===== src/hw/rtl/edgefx_pkg.sv =====
package edgefx_pkg;

  localparam int MAX_GRID_WIDTH  = 512;
  localparam int MAX_GRID_HEIGHT = 1024;
  localparam int COL_W           = $clog2(MAX_GRID_WIDTH);
  localparam int ROW_W           = $clog2(MAX_GRID_HEIGHT);
  localparam int WIDTH_REG_W     = 10;
  localparam int HEIGHT_REG_W    = 11;
  localparam int CFG_DATA_W      = 11;

  localparam logic [WIDTH_REG_W-1:0]  GRID_WIDTH_RESET  = 10'd160;
  localparam logic [HEIGHT_REG_W-1:0] GRID_HEIGHT_RESET = 11'd120;

  localparam logic [24:0] CARRY_MASK = 25'h1010100;
  localparam logic [10:0] RG_CAP     = 11'd127;
  localparam logic [11:0] B_CAP      = 12'd255;

  typedef enum logic {
    REG_GRID_WIDTH  = 1'b0,
    REG_GRID_HEIGHT = 1'b1
  } cfg_reg_t;

  // One entry of the line store: the pixel and its horizontal gradient.
  typedef struct packed {
    logic [23:0] pixel;
    logic [23:0] hgrad;
  } line_word_t;

  typedef struct packed {
    logic [24:0] above_left;
    logic [24:0] above_own;
    logic [24:0] own_left;
    logic [24:0] own_own;
    logic [23:0] hgrad;
    logic [23:0] vgrad;
  } mix_t;

  function automatic logic [15:0] sq_diff(input logic [7:0] a, input logic [7:0] b);
    logic [7:0] d;
    d = (a >= b) ? (a - b) : (b - a);
    return 16'(d) * 16'(d);
  endfunction

  function automatic logic [23:0] gradient(input logic [23:0] p, input logic [23:0] q);
    logic [10:0] r;
    logic [10:0] g;
    logic [11:0] b;
    logic [6:0]  rc;
    logic [6:0]  gc;
    logic [7:0]  bc;
    r  = 11'(sq_diff(p[23:16], q[23:16]) >> 5);
    g  = 11'(sq_diff(p[15:8], q[15:8]) >> 5);
    b  = 12'(sq_diff(p[7:0], q[7:0]) >> 4);
    rc = (r > RG_CAP) ? RG_CAP[6:0] : r[6:0];
    gc = (g > RG_CAP) ? RG_CAP[6:0] : g[6:0];
    bc = (b > B_CAP) ? B_CAP[7:0] : b[7:0];
    return {rc, 1'b0, gc, 1'b0, bc};
  endfunction

  // A carry out of a byte fills that byte with ones.
  function automatic logic [24:0] sat_add(input logic [23:0] a, input logic [23:0] b);
    logic [24:0] s;
    logic [24:0] c;
    s = 25'(a) + 25'(b);
    c = s & CARRY_MASK;
    return s | (c - (c >> 8));
  endfunction

endpackage


===== src/hw/rtl/edgefx_mix.sv =====
module edgefx_mix (
  input  logic [23:0]             pixel,
  input  logic [23:0]             left_pixel,
  input  logic [23:0]             left_vgrad,
  input  edgefx_pkg::line_word_t  upper,
  input  logic                    is_interior,
  output edgefx_pkg::mix_t        mix
);
  import edgefx_pkg::*;

  logic [23:0] own_h;
  logic [23:0] own_v;

  assign own_h = is_interior ? gradient(pixel, left_pixel) : '0;
  assign own_v = is_interior ? gradient(pixel, upper.pixel) : '0;

  always_comb begin
    mix = '0;
    if (is_interior) begin
      mix.above_left = sat_add(upper.hgrad, left_vgrad);
      mix.above_own  = sat_add(upper.hgrad, own_v);
      mix.own_left   = sat_add(own_h, left_vgrad);
      mix.own_own    = sat_add(own_h, own_v);
      mix.hgrad      = own_h;
      mix.vgrad      = own_v;
    end
  end

endmodule


===== config.mk =====
export PLATFORM = sky130hd
export DESIGN_NAME = edgefx_mix
export DESIGN_NICKNAME = d
export VERILOG_FILES = /design/src/hw/rtl/edgefx_pkg.sv /design/src/hw/rtl/edgefx_mix.sv
export SDC_FILE = /design/constraint.sdc
export NUM_CORES = 1
export LEC_CHECK = 0
export ABC_AREA = 1
export BUFFER_PORTS_ARGS = -buffer_cell sky130_fd_sc_hd__clkbuf_2
export CAP_MARGIN = 20
export CORE_MARGIN = 3
export CORE_UTILIZATION = 55
export DETAILED_ROUTE_END_ITERATION = 6
export PLACE_DENSITY = 0.86
export REMOVE_ABC_BUFFERS = 1
export SYNTH_ARGS = -nofsm -noshare
export SYNTH_HDL_FRONTEND = slang
export SYNTH_SLANG_ARGS = --single-unit
export TNS_END_PERCENT = 10

===== constraint.sdc =====
create_clock -name vclk -period 17.7
set_input_delay 1.77 -clock vclk [all_inputs]
set_output_delay 1.77 -clock vclk [all_outputs]
set_load 0.01 [all_outputs]

=== Word level (Yosys, flattened, before mapping) ===
Cells that the tools add are included.
W data, S select, Z words.

* Flip-flop bits (word level): 0
* Output and inout bits: 148
* Logic and storage cells: 57
* Input bits: 121

* $add $sub $neg: 20
* Muxes and demuxes: 15
* Bitwise gates (word level): 4
* Multipliers: 6
* $lt $le $gt $ge: 12

{| class="wikitable"
|+ Operators with widths
! operator !! number
|-
| $mux W148 || 1
|-
| $add A24 B24 Y25 || 4
|-
| $or A25 B25 Y25 || 4
|-
| $sub A25 B17 Y25 || 4
|-
| $mul A8 B8 Y16 || 6
|-
| $sub A8 B8 Y8 || 12
|-
| $mux W8 || 8
|-
| $ge A8 B8 Y1 || 6
|-
| $mux W24 || 2
|-
| $gt A11 B7 Y1 const B || 4
|-
| $mux W7 || 4
|-
| $gt A12 B8 Y1 const B || 2
|}

=== Depth between registers and ports, before layout ===
* Depth in word-level cells: 10
* Mapped depth: 57
* Mapped depth without buffers: 57

=== Least setup slack after synthesis ===
No wires, ideal clock.

* Path type: input port to output port
* From: in pixel[0]
* To: out mix[94] in the netlist's numbering
* Arrival: 9.990 ns
* Setup slack: 5.940 ns
* Path buffers: 0
* Stages on the path: 53
* Data required time: 15.930 ns
* Cells stage by stage: inv_1 ha_1 inv_1 fa_1 inv_1 o21ai_1 o21ai_1 nand2_2 mux2i_1 o221ai_1 xor2_1 inv_1 nand2_1 fa_1 inv_1 fa_1 fa_1 inv_1 [... 17 more ...] nand2_1 a21oi_1 nor2_1 nor2_1 o21bai_1 nand2_1 a21oi_1 o22ai_1 o21ai_0 nand2_1 nand2_1 nand2_1 o21ai_0 nand3_1 nand2_1 xor2_1 nand2_1 nand2_1

{| class="wikitable"
|+ RTL lines
! what !! line !! RTL
|-
| from (decl) || edgefx_mix.sv:2 || <nowiki>input logic [23:0] pixel,</nowiki>
|-
| to (decl) || edgefx_mix.sv:7 || <nowiki>output edgefx_pkg::mix_t mix</nowiki>
|}

==> summary.md <==
| Metric | Value |
|---|---|
| Die height | 194.8 um |
| Slew Limit Fails | 0 |
| Hold WC Path Type | input port to output pin |
| Die Wd | 194.8 um |
| Final instance area | 21300 um2 |
| Detailed Route Iter0 Violations | 1423 |
| DRC viols | 0 |
| Yosys top cell area share | 21.97% |
| Crit path max fanout | 10 |
| Layout clock buffers | 0 |
| WL/cell | 14.90 um |
| Final setup vio count | 0 |
| Area Overhead vs Synth | 8.722% |
| Number of hold violations in the final report | 0 |
| Period utilization | 75.85% |
| Crit path capture type | output pin |
| Number of gates resized after cts | 0 |
| Worst EP required | 15930 ps |
| HPWL Detailed | 49400 um |
| Max cap viols | 0 |
| Yosys cell types | 60 |
| Via count | 19818 |
| Register area | 0 um2 |
| Starting Density | 56.31% |
| Die ar. | 37930 um2 |
| Overflow after GRT | 0 |
| Max stage delay on crit path | 540 ps |
| Core area | 34800 um2 |
| Post-CTS Repair Setup Buffers | 0 |
| Slowest CP cell | xor2_1 |
| DRT antenna net count | 0 |
| RSZ-0062 raised after global routing | no |
| Seq_cells | 0 |
| Number of global-route vias before repair | 18997 |
| Mapped Area | 19600 um2 |
| Row cnt | 68 |
| Worst-Margin Slew | 859.0 ps |
| # fillers | 3337 |
| Status | complete, no violations |
| Area leader, netlist | ha_1 |
| First-pass GRT wire length | 90840 um |
| Synth warn | 0 |
| Setup TNS | 0 ps |
| Gpl congestion | 0.9714 |
| Antenna violations before repair | 5 |
| Largest net degree at the start of global routing | 48 |
| Area of the multi-input gates | 16780 um2 |
| Sequential area share after synthesis | 0% |
| Commonest cells in the netlist | inv_1 (682), nand2_1 (612), ha_1 (344), nor2_1 (280), a21oi_1 (221) |
| DRT Pass-1 Iters | 6 |
| Total Nets Final | 3900 |
| Crit path DAT | 11650 ps |
| Cells after synthesis | 3026 |
| Critical path class | input port to output pin |
| Peak Freq | 74.49 MHz |
| Critical path launch point type | input port |
| Ports | 269 |
| Final Critical Period | 13420 ps |
| # hold bufs at CTS | 0 |
| Area post-placement | 21300 um2 |
| Synthesized area per cell | 6.476 um2 |
| Via-per-instance ratio | 5.322 |
| Max-slew headroom | 42.54% |
| Total GRT Usage | 28.35% |
| Most used standard cell by instance count after synthesis | inv_1 |
| Cell repeated most along the worst path | nand2_1 |
| Post-Route WL | 55480 um |
| Share of cells above drive strength 1 | 11.36% |
| Count of port buffers added during placement | 265 |
| Area contributors post-synth | ha_1 (22%), fa_1 (17%), inv_1 (13%), nand2_1 (12%), a21oi_1 (5.6%) |
==> metal layers <==
layer	share of wire, %	GRT usage, %	up-vias
met5	0.074	0	-
met1	43	37.90	8966
li1	-	-	9997
met2	45	47.54	733
met4	4.0	9.031	6
met3	7.7	3.935	116
==> final cells by class <==
cell class	count	share of cell area (%)
Antenna cell	2	0.02349
Inverter	689	12.14
Multi-Input combinational cell	2309	78.79
Tap cell	455	2.672
Timing Repair Buffer	269	6.378
==> final timing paths <==
| path | startpoint | to | slack (ps) | cells after the start |
|---|---|---|---|---|
| setup / recovery | pixel[0] | mix[94] | 4280 | 55 |
| hold / removal | left_vgrad[0] | mix[73] | 4060 | 5 |
==> stage by stage <==
| step | instances | hold slack (ps) | worst slack [ps] | utilization (%) |
|---|---|---|---|---|
| after CTS | 3722 | 4055 | 4359 | 61.21 |
| after global routing | 3724 | 4079 | 3282 | 61.22 |
| after detailed placement | 3722 | 4054 | 4388 | 61.21 |
| final | 3724 | 4058 | 4275 | 61.22 |
| after global placement | 3722 | 4049 | 4651 | 61.21 |
| after floorplan | 2998 | 3636 | 5948 | - |
==> worst max-delay path: cells and delay by family <==
family	cells	cell delay, ps
AOI/OAI and AO/OA	12	2450
xor gates and xnor gates	3	820
adders and majority gates	8	3130
buffers and inverters	11	1120
muxes	1	250
and+or+nand+nor	20	2090
==> cells in the final DEF (no fill, tap or decap), types with 10 or more instances in the layout <==
master / n
inv_1: 681
nand4_1: 32
o21ai_1: 12
nand3_1: 123
clkbuf_2: 264
o31ai_1: 10
xnor2_1: 58
nand3_2: 14
o21bai_1: 16
ha_1: 344
xor2_1: 102
a21oi_1: 221
fa_1: 166
o221ai_1: 10
nand2_2: 28
o21ai_0: 133
nor2_1: 280
nand2_1: 612
nor3_1: 24
or2_2: 10
==> logic make-up (layout without fill, tap and decap cells) <==
kind of cell | count (synthesis) | after routing | synth area share (%)
adders and majority gates | 510 | 510 | 38.92
AOI/OAI and AO/OA | 464 | 464 | 13.47
muxes | 7 | 7 | 0.3576
buffers and inverters | 720 | 958 | 14.40
other | 1 | 6 | 0.01914
and+or+nand+nor | 1163 | 1163 | 25.59
xor gates and xnor gates | 161 | 161 | 7.235
Power is left out: the tool's default activity adds up to more than one toggle a clock period on the data nets, which glitch-free logic cannot reach.
